`src/kbs_pkg.sv`:
```
// Shared types and constants for the keyword byte substitution block.
// Used by kbs_sweep, kbs_table and keyword_byte_substitution.
package kbs_pkg;

	localparam int unsigned BYTE_W     = 8;
	localparam int unsigned KEY_WORD_W = 64;
	localparam int unsigned KEY_W      = 2 * KEY_WORD_W;
	localparam int unsigned LEN_W      = 5;
	localparam int unsigned INDEX_W    = 2;
	localparam logic [BYTE_W-1:0] LAST_BYTE = 8'hFF;

	typedef enum logic [INDEX_W-1:0] {
		REG_KEY_LOW  = 2'd0,
		REG_KEY_HIGH = 2'd1,
		REG_KEY_LEN  = 2'd2,
		REG_DIR      = 2'd3
	} reg_index_t;

	// One table update: enc[value] = pos and dec[pos] = value
	typedef struct packed {
		logic              we;
		logic [BYTE_W-1:0] value;
		logic [BYTE_W-1:0] pos;
	} tbl_wr_t;

endpackage

```
`src/kbs_sweep.sv`:
```
// Table rebuild sequencer: walks all byte values in ascending order and
// issues one encrypt/decrypt table update per cycle. Depends on kbs_pkg.
module kbs_sweep #(
	parameter int unsigned MAX_KEY_BYTES = 16
) (
	input  logic                                clk,
	input  logic                                arst_n,
	input  logic                                restart,
	input  logic [kbs_pkg::KEY_W-1:0]           key,
	input  logic [kbs_pkg::LEN_W-1:0]           key_len,
	output logic                                active,
	output logic                                dup,
	output kbs_pkg::tbl_wr_t                    wr
);

	logic                          active_q;
	logic                          dup_q;
	logic [kbs_pkg::BYTE_W-1:0]    value_q;
	logic [kbs_pkg::BYTE_W-1:0]    free_q;
	logic [MAX_KEY_BYTES-1:0]      hit;
	logic [kbs_pkg::BYTE_W-1:0]    hit_idx;
	logic                          any_hit;
	logic                          multi_hit;
	logic [kbs_pkg::BYTE_W-1:0]    pos;

	always_comb begin
		hit     = '0;
		hit_idx = '0;
		for (int i = 0; i < MAX_KEY_BYTES; i++) begin
			hit[i] = (kbs_pkg::LEN_W'(i) < key_len) &&
			         (key[i*kbs_pkg::BYTE_W +: kbs_pkg::BYTE_W] == value_q);
		end
		for (int i = MAX_KEY_BYTES - 1; i >= 0; i--) begin
			if (hit[i]) begin
				hit_idx = kbs_pkg::BYTE_W'(i);
			end
		end
		any_hit   = |hit;
		multi_hit = $countones(hit) > 1;
		pos = any_hit ? hit_idx : (kbs_pkg::BYTE_W'(key_len) + free_q);
	end

	always_ff @(posedge clk or negedge arst_n) begin
		if (!arst_n) begin
			active_q <= 1'b1;
			dup_q    <= 1'b0;
			value_q  <= '0;
			free_q   <= '0;
		end else if (restart) begin
			active_q <= 1'b1;
			dup_q    <= 1'b0;
			value_q  <= '0;
			free_q   <= '0;
		end else if (active_q) begin
			if (multi_hit) begin
				dup_q <= 1'b1;
			end
			if (!any_hit) begin
				free_q <= free_q + kbs_pkg::BYTE_W'(1);
			end
			value_q <= value_q + kbs_pkg::BYTE_W'(1);
			if (value_q == kbs_pkg::LAST_BYTE) begin
				active_q <= 1'b0;
			end
		end
	end

	assign active   = active_q;
	assign dup      = dup_q;
	assign wr.we    = active_q;
	assign wr.value = value_q;
	assign wr.pos   = pos;

endmodule

```
`src/kbs_table.sv`:
```
// Encrypt and decrypt lookup memories, 256 bytes each, with a registered read.
// Depends on kbs_pkg for the update request type.
module kbs_table (
	input  logic                          clk,
	input  kbs_pkg::tbl_wr_t              wr,
	input  logic                          rd_en,
	input  logic [kbs_pkg::BYTE_W-1:0]    rd_addr,
	output logic [kbs_pkg::BYTE_W-1:0]    enc_data,
	output logic [kbs_pkg::BYTE_W-1:0]    dec_data
);

	logic [kbs_pkg::BYTE_W-1:0] enc_mem [2**kbs_pkg::BYTE_W];
	logic [kbs_pkg::BYTE_W-1:0] dec_mem [2**kbs_pkg::BYTE_W];
	logic [kbs_pkg::BYTE_W-1:0] enc_q;
	logic [kbs_pkg::BYTE_W-1:0] dec_q;

	always_ff @(posedge clk) begin
		if (wr.we) begin
			enc_mem[wr.value] <= wr.pos;
			dec_mem[wr.pos]   <= wr.value;
		end
	end

	always_ff @(posedge clk) begin
		if (rd_en) begin
			enc_q <= enc_mem[rd_addr];
			dec_q <= dec_mem[rd_addr];
		end
	end

	assign enc_data = enc_q;
	assign dec_data = dec_q;

endmodule

```
`src/keyword_byte_substitution.sv`:
```
// Keyword byte substitution cipher: top level with registers and lookup.
// Depends on kbs_pkg, kbs_sweep and kbs_table.
//
// One byte is taken per clock whenever busy is low; its result appears on
// result_byte and key_invalid with done high for exactly one cycle, in the cycle
// after the request, and the receiver cannot hold it off. Lookup goes through
// two 256-entry memories (byte to position, position to byte) with a
// registered read. After reset and after every register write the memories are
// rebuilt by a sweep over all 256 byte values, one per cycle, and busy stays
// high until the sweep is through. With an empty or repeating keyword the result is
// zero and key_invalid is set.
module keyword_byte_substitution #(
	parameter int unsigned MAX_KEY_BYTES = 16
) (
	input  logic                               clk,
	input  logic                               arst_n,
	input  logic                               start,
	output logic                               busy,
	input  logic [kbs_pkg::BYTE_W-1:0]         data_byte,
	output logic                               done,
	output logic [kbs_pkg::BYTE_W-1:0]         result_byte,
	output logic                               key_invalid,
	input  logic                               wr_en,
	input  logic [kbs_pkg::INDEX_W-1:0]        wr_index,
	input  logic [kbs_pkg::KEY_WORD_W-1:0]     wr_data
);

	logic [kbs_pkg::KEY_WORD_W-1:0] key_low_q;
	logic [kbs_pkg::KEY_WORD_W-1:0] key_high_q;
	logic [kbs_pkg::LEN_W-1:0]      key_len_q;
	logic                           dir_q;
	logic                           valid_s1;
	logic [kbs_pkg::LEN_W-1:0]      len_eff;
	logic                           sweep_active;
	logic                           sweep_dup;
	logic                           invalid;
	logic                           accept;
	kbs_pkg::tbl_wr_t               tbl_wr;
	logic [kbs_pkg::BYTE_W-1:0]     enc_data;
	logic [kbs_pkg::BYTE_W-1:0]     dec_data;

	always_ff @(posedge clk or negedge arst_n) begin
		if (!arst_n) begin
			key_low_q  <= '0;
			key_high_q <= '0;
			key_len_q  <= kbs_pkg::LEN_W'(1);
			dir_q      <= 1'b0;
		end else if (wr_en) begin
			unique case (kbs_pkg::reg_index_t'(wr_index))
				kbs_pkg::REG_KEY_LOW:  key_low_q  <= wr_data;
				kbs_pkg::REG_KEY_HIGH: key_high_q <= wr_data;
				kbs_pkg::REG_KEY_LEN:  key_len_q  <= wr_data[kbs_pkg::LEN_W-1:0];
				kbs_pkg::REG_DIR:      dir_q      <= wr_data[0];
			endcase
		end
	end

	assign len_eff = (key_len_q > kbs_pkg::LEN_W'(MAX_KEY_BYTES)) ?
	                 kbs_pkg::LEN_W'(MAX_KEY_BYTES) : key_len_q;

	kbs_sweep #(
		.MAX_KEY_BYTES(MAX_KEY_BYTES)
	) u_sweep (
		.clk     (clk),
		.arst_n  (arst_n),
		.restart (wr_en),
		.key     ({key_high_q, key_low_q}),
		.key_len (len_eff),
		.active  (sweep_active),
		.dup     (sweep_dup),
		.wr      (tbl_wr)
	);

	assign busy   = sweep_active;
	assign accept = start && !sweep_active;

	kbs_table u_table (
		.clk      (clk),
		.wr       (tbl_wr),
		.rd_en    (accept),
		.rd_addr  (data_byte),
		.enc_data (enc_data),
		.dec_data (dec_data)
	);

	always_ff @(posedge clk or negedge arst_n) begin
		if (!arst_n) begin
			valid_s1 <= 1'b0;
		end else begin
			valid_s1 <= accept;
		end
	end

	assign invalid     = (len_eff == '0) || sweep_dup;
	assign done        = valid_s1;
	assign key_invalid = invalid;
	assign result_byte = invalid ? '0 : (dir_q ? dec_data : enc_data);

endmodule

```
`config.mk`:
```
export PLATFORM = sky130hd
export DESIGN_NAME = keyword_byte_substitution
export DESIGN_NICKNAME = d
export VERILOG_FILES = /design/src/kbs_pkg.sv /design/src/kbs_sweep.sv /design/src/kbs_table.sv /design/src/keyword_byte_substitution.sv
export SDC_FILE = /design/constraint.sdc
export NUM_CORES = 2
export LEC_CHECK = 0
export BUFFER_PORTS_ARGS = -buffer_cell sky130_fd_sc_hd__buf_4
export CORE_MARGIN = 2
export CORE_UTILIZATION = 45
export CTS_BUF_LIST = sky130_fd_sc_hd__clkbuf_4 sky130_fd_sc_hd__clkbuf_8 sky130_fd_sc_hd__clkbuf_16
export CTS_CLUSTER_SIZE = 28
export DETAILED_ROUTE_END_ITERATION = 10
export PLACE_DENSITY_LB_ADDON = 0.1
export REMOVE_ABC_BUFFERS = 1
export SYNTH_ARGS = -nofsm -noshare
export SYNTH_HDL_FRONTEND = slang
export SYNTH_SLANG_ARGS = --single-unit
```
`constraint.sdc`:
```
create_clock -name clk -period 33.6 [get_ports clk]
set_input_delay 1.68 -clock clk [delete_from_list [all_inputs] [get_ports clk]]
set_output_delay 1.68 -clock clk [all_outputs]
set_load 0.1 [all_outputs]
```
* Word level (Yosys, flattened, before mapping)
Memory sizes are Yosys's and may differ from the RTL's. A register that Yosys moved wholly into a read port is not among the register bits. Cells that the tools add are included.
Storage, ports and cells: input bits 78, word-level logic and storage cells 131, output and inout port bits 11, bits in writable memories 4096, flip-flop bits (word level) 153, memories kept 2
Memory list:
- u_table.dec_mem | depth 256, width 8, read ports 1, clocked after memory_dff 1, write ports 1, RTL line kbs_table.sv:13 | logic [kbs_pkg::BYTE_W-1:0] dec_mem [2**kbs_pkg::BYTE_W];
- u_table.enc_mem | depth 256, width 8, read ports 1, clocked after memory_dff 1, write ports 1, RTL line kbs_table.sv:12 | logic [kbs_pkg::BYTE_W-1:0] enc_mem [2**kbs_pkg::BYTE_W];
Operators by class: muxes and demuxes 33, equality and inequality tests 21, reductions and logical operators 30, $add $sub $neg 18, magnitude comparators 18
Operators with widths (number):
- adder 32 bit | 7
- two-way mux 8 bit | 23
- == test 8 bit | 16
- < comparator 4 x 5 -> 1 bit (first input constant) | 8
- greater-than comparator 32 x 2 -> 1 bit (second input constant) | 1
- < comparator 3 x 5 -> 1 bit (first input constant) | 4
- logical AND 1 bit | 17
- adder 1 x 1 -> 2 bit | 8
- adder 8 x 1 -> 8 bit (second input constant) | 2
- OR reduction 16 bit | 1
- AND reduction 2 bit | 6
- < comparator 1 x 5 -> 1 bit (first input constant) | 2
- < comparator 2 x 5 -> 1 bit (first input constant) | 2
- adder 5 x 8 -> 8 bit | 1
- == test 8 bit (second input constant) | 1
- two-way mux 1 bit | 8
- greater-than comparator 5 bit (second input constant) | 1
- logical NOT 5 bit | 1
- two-way mux 5 bit | 1
- == test 2 bit (second input constant) | 2
- two-way mux 4 bit | 1
- nonzero test 2 bit | 2
- == test 2 x 1 -> 1 bit (second input constant) | 1
- logical NOT 2 bit | 1
- 3 further kinds | 3

* Longest topological paths before layout
word-level depth 21, gate-level depth with buffers 23, depth with buffers taken out 20

* By module
Synthesis repeated with hierarchy kept, for this count alone.
Unflattened totals: cells, all modules 8448, area total of the unflattened synthesis 169640.2 sq um
By module, submodules not included:
- kbs_table | times used 1, area an instance 160473.9 sq um, cells each 7696, sequential area each 123478.4 sq um
- keyword_byte_substitution | times used 1, area an instance 5660.4 sq um, cells each 314, sequential area each 3379.5 sq um
- kbs_sweep | times used 1, area an instance 3505.9 sq um, cells each 438, sequential area each 451.7 sq um

* Worst setup path before layout
OpenSTA, ideal clock, no wires.
path type flip-flop to flip-flop, from register u_sweep.value_q[6] (netlist name), to memory u_table.enc_mem[0][3] (netlist name) (data pin), path buffers 3, period minus slack after synthesis 14.285 ns, setup slack 19.315 ns, stages on the path, launching flop included 15, data required time 32.014 ns, library setup time 1.586 ns, arrival 12.698 ns, cell sequence dfrtp_1 > buf_2 > buf_6 > clkbuf_1 > xnor2_1 > nand4_1 > nor4_1 > nand3_1 > ha_1 > nand4_1 > nor2_1 > nor3_1 > and2_1 > nand2_1 > o22ai_1
RTL lines:
- from (decl) | RTL line kbs_sweep.sv:18 | logic [kbs_pkg::BYTE_W-1:0] value_q;
- from (signal assigned) | RTL line kbs_sweep.sv:61 | value_q <= value_q + kbs_pkg::BYTE_W'(1);
- to (decl) | RTL line kbs_table.sv:12

==> results.md <==
* Outcome: finished clean
* Clock buffer count from CTS at 447
* Worst-path clk slew at 0.06 ns
* Largest family of logic cells by synthesized area: multiplexers
* Worst-case reg-to-reg path depth at 17
* Setup tns final at 0 ns
* Min-delay src: key_low_q[61]
* Post-Synth Simple-Gate Area at 0.0229
* Chip height at 614 microns
* Area share of xor/xnor cells in the synthesized design at 0.00759
* Yosys reg bits at 4265
* Hold Path Stages at 1
* Final core occ at 0.511
* Congestion Overflow GR at 0
* GRT Total Usage at 0.225
* Mean area per synthesized cell at 22.4 sq um
* Synth-to-layout area growth at 12.8%
* Layout cells sized above 1 at 0.306
* Pwr dens at 64.9 nW/um^2
* Peak Freq at 131 MHz
* Commonest cells after routing, fill and taps aside: edfxtp_1, mux4_2, nor2_1
* Fraction of the mapped netlist area in adder cells at 0.00390
* Root buffer cell: clkbuf_16
* Hold Path End: key_low_q[61]
* TritonCTS clock tree: yes
* Sequential area share after synthesis at 0.761
* Commonest non-fill, non-tap cell in the layout: edfxtp_1
* Worst-path maximum fanout at 87
* Largest cells by area after synthesis: edfxtp_1, mux4_2, dfrtp_1
* Post-DP HPWL at 249000 microns
* # DRC at 0
* Area leader, netlist: edfxtp_1
* Minimum clock period at 7.64 ns
* Core box area at 369000 sq um
* Final hold vios at 0
* Worst Hold Class: reg2reg
* Yosys Warn Count at 0
* Die area at 377000 sq um
* Final setup viols at 0
* Maximum VDD drop at 86.3 uV
* RSZ-0062 raised after global routing: false
* Clk_lat worst skew at 0.97 ns
* H-tree depth at 5
* Switching Share at 0.239
* Clock buffer depth at 4
* Rows at 223
* # clock sinks at 4265
* WHS at 0.523 ns
* Routed WL at 423000 microns
* Fin cells at 13100
* Post-synthesis cell area at 167000 sq um
* Psw at 0.00293 W
* Initial drt markers at 8193
* Combinational Power Share at 0.092
* Setup Buffers After CTS at 0
* P_int at 0.00931 W
* Share of the synthesized area in the top cell type at 0.738
* WS Path Type: reg2reg
* WP data arrival at 8.32 ns
* Max-slew violations at 0
* EDFF count, synth at 4112
* Final Cycle Share at 0.227
* Required time of the worst setup path at 34.27 ns
* Netlist cell types at 68
* DRT antenna net count at 0
* Slew @ Worst Pin at 1.30 ns
* Largest net degree at the start of global routing at 225
* Worst r2r src: u_sweep.value_q[0]
* Post-synth ARST share at 0.0359
* Clock power frac at 0.402
* Final net count at 7859
* Gpl congestion at 0.799
* Share of synthesized area spent on multiplexers at 0.182
* Die width at 614 microns
* Cells after Synth at 7454
* Synth Area in Compound Gates at 0.0103
* Starting Density at 0.453
* # Max-Cap Violations at 0
* Critical Path Sink Type: register
* Worst setup SP type: register
* Pleak at 60.0 nW
* Worst relative slew slack at 0.121
* Reg2Reg Setup Slack at 25.96 ns
* Dpl cells at 12200
* Via count at 77500
* Ys flop type: edfxtp_1
* First-pass GRT wire length at 604000 microns
* Via-to-Cell Ratio at 5.93
* I/O pins at 89
* # port buffers at 88
* Routed len/inst at 32.4 microns
* CTS resizes at 0
* DR pass1 iterations at 7
* Reg power frac at 0.506
* Reg2reg end: u_table.dec_mem[26][1]
* Vias in the first global route at 80300
* Initial antenna violation count at 23
* Hold Buf Count CTS at 0
* Clk_skew at 0.0759 ns
critical path, stage by stage (launching register included):
cell and delay [ns]:
dfrtp_4 0.68, buf_4 0.45, buf_4 0.84, xor2_1 0.15, nor4_1 0.27, nand4_1 0.36, ha_1 0.34, nand4_1 0.11
nor2_1 0.05, buf_4 0.18, nor3_1 0.35, nand3_1 0.20, o221ai_4 0.17, buf_4 0.65, nand2_4 0.82, buf_4 0.62
nor3_1 0.72, buf_4 0.27
power groups by stage:
| stage | Combinational [W] | Clock [W] | Sequential, W |
|---|---|---|---|
| finish | 0.00112 | 0.00492 | 0.00619 |
| global placement | 0.00111 | 0 | 0.00630 |
| CTS | 0.00114 | 0.00502 | 0.00619 |
| global route | 0.00119 | 0.00522 | 0.00620 |
| floorplan | 0.000521 | 0 | 0.00637 |
| detailed placement | 0.00114 | 0 | 0.00630 |
kinds of logic after synthesis:
kind of cell,after synthesis
buffers and inverters,483
flip-flops,4265
AO/OA/AOI/OAI,228
AND/OR/NAND/NOR,864
multiplexers,1424
adder cells (fa/ha/maj),45
XOR/XNOR,145
final cells by class:
cell class	count	area, sq um
inverter	41	176
antenna	9	22.5
sequential	4265	127000
fill	29000	181000
timing repair buffer	275	2270
multi-input combinational	2706	38100
clock inverter	267	2580
clock buffer	555	12100
tap	4950	6190
routing by layer:
metal / GRT usage / wire length, microns
met3: 0.0326 / 23900
met1: 0.321 / 180000
met5: 0 / 0
met4: 0.0577 / 10800
met2: 0.366 / 208000
flip-flops by register name, summed over array words and instances, names as in the netlist, 8 cells and up:
name              flops
u_table.enc_data      8
key_high_q           64
key_low_q            64
u_table.enc_mem    2048
u_table.dec_mem    2048
u_table.dec_data      8
u_sweep.free_q        8
u_sweep.value_q       8
synth_stat cells (4+ instances only):
library cell and number:
edfxtp_1 4112, mux4_2 1280, nor2_1 525, clkbuf_1 268, dfrtp_1 151, mux2_2 134, nand2_1 88, buf_2 83
a22oi_1 80, xnor2_1 76, nand3_1 74, buf_1 69, xor2_1 69, a22o_1 64, inv_1 40, o21ai_0 40
ha_1 33, nor3_1 32, nand4_1 26, or3_1 20, buf_6 17, nor2b_1 16, nor4_1 14, and3_1 12
fa_1 12, a21oi_1 11, mux2i_1 10, nand2b_1 10, or2_2 8, a21o_1 7, and2_1 6, a31oi_1 5
buf_4 5, or2_1 5, nor3b_1 4, or3_4 4
per-stage QoR:
stage	power, W	cell area (sq um)	worst slack, ns
3_3_place_gp	0.00741	174000	25.06
4_1_cts	0.0124	189000	25.76
5_1_grt	0.0126	189000	25.45
3_5_place_dp	0.00745	174000	25.22
6_report	0.0122	189000	25.96
2_1_floorplan	0.00689	165000	19.41
how the worst max path moves through the flow:
stage	slack (ns)	cells after the start	to	start
2_1_floorplan	19.41	11	u_table.enc_mem[0][3]	u_sweep.value_q[7]
3_3_place_gp	25.06	11	u_table.enc_data[0]	data_byte[1]
3_5_place_dp	25.22	11	u_table.enc_data[2]	data_byte[1]
4_1_cts	25.76	18	u_table.dec_mem[26][0]	u_sweep.value_q[0]
5_1_grt	25.45	18	u_table.dec_mem[26][0]	u_sweep.value_q[0]
6_report	25.96	17	u_table.dec_mem[26][1]	u_sweep.value_q[0]
Note: power is estimated with default switching activity, not from simulation.
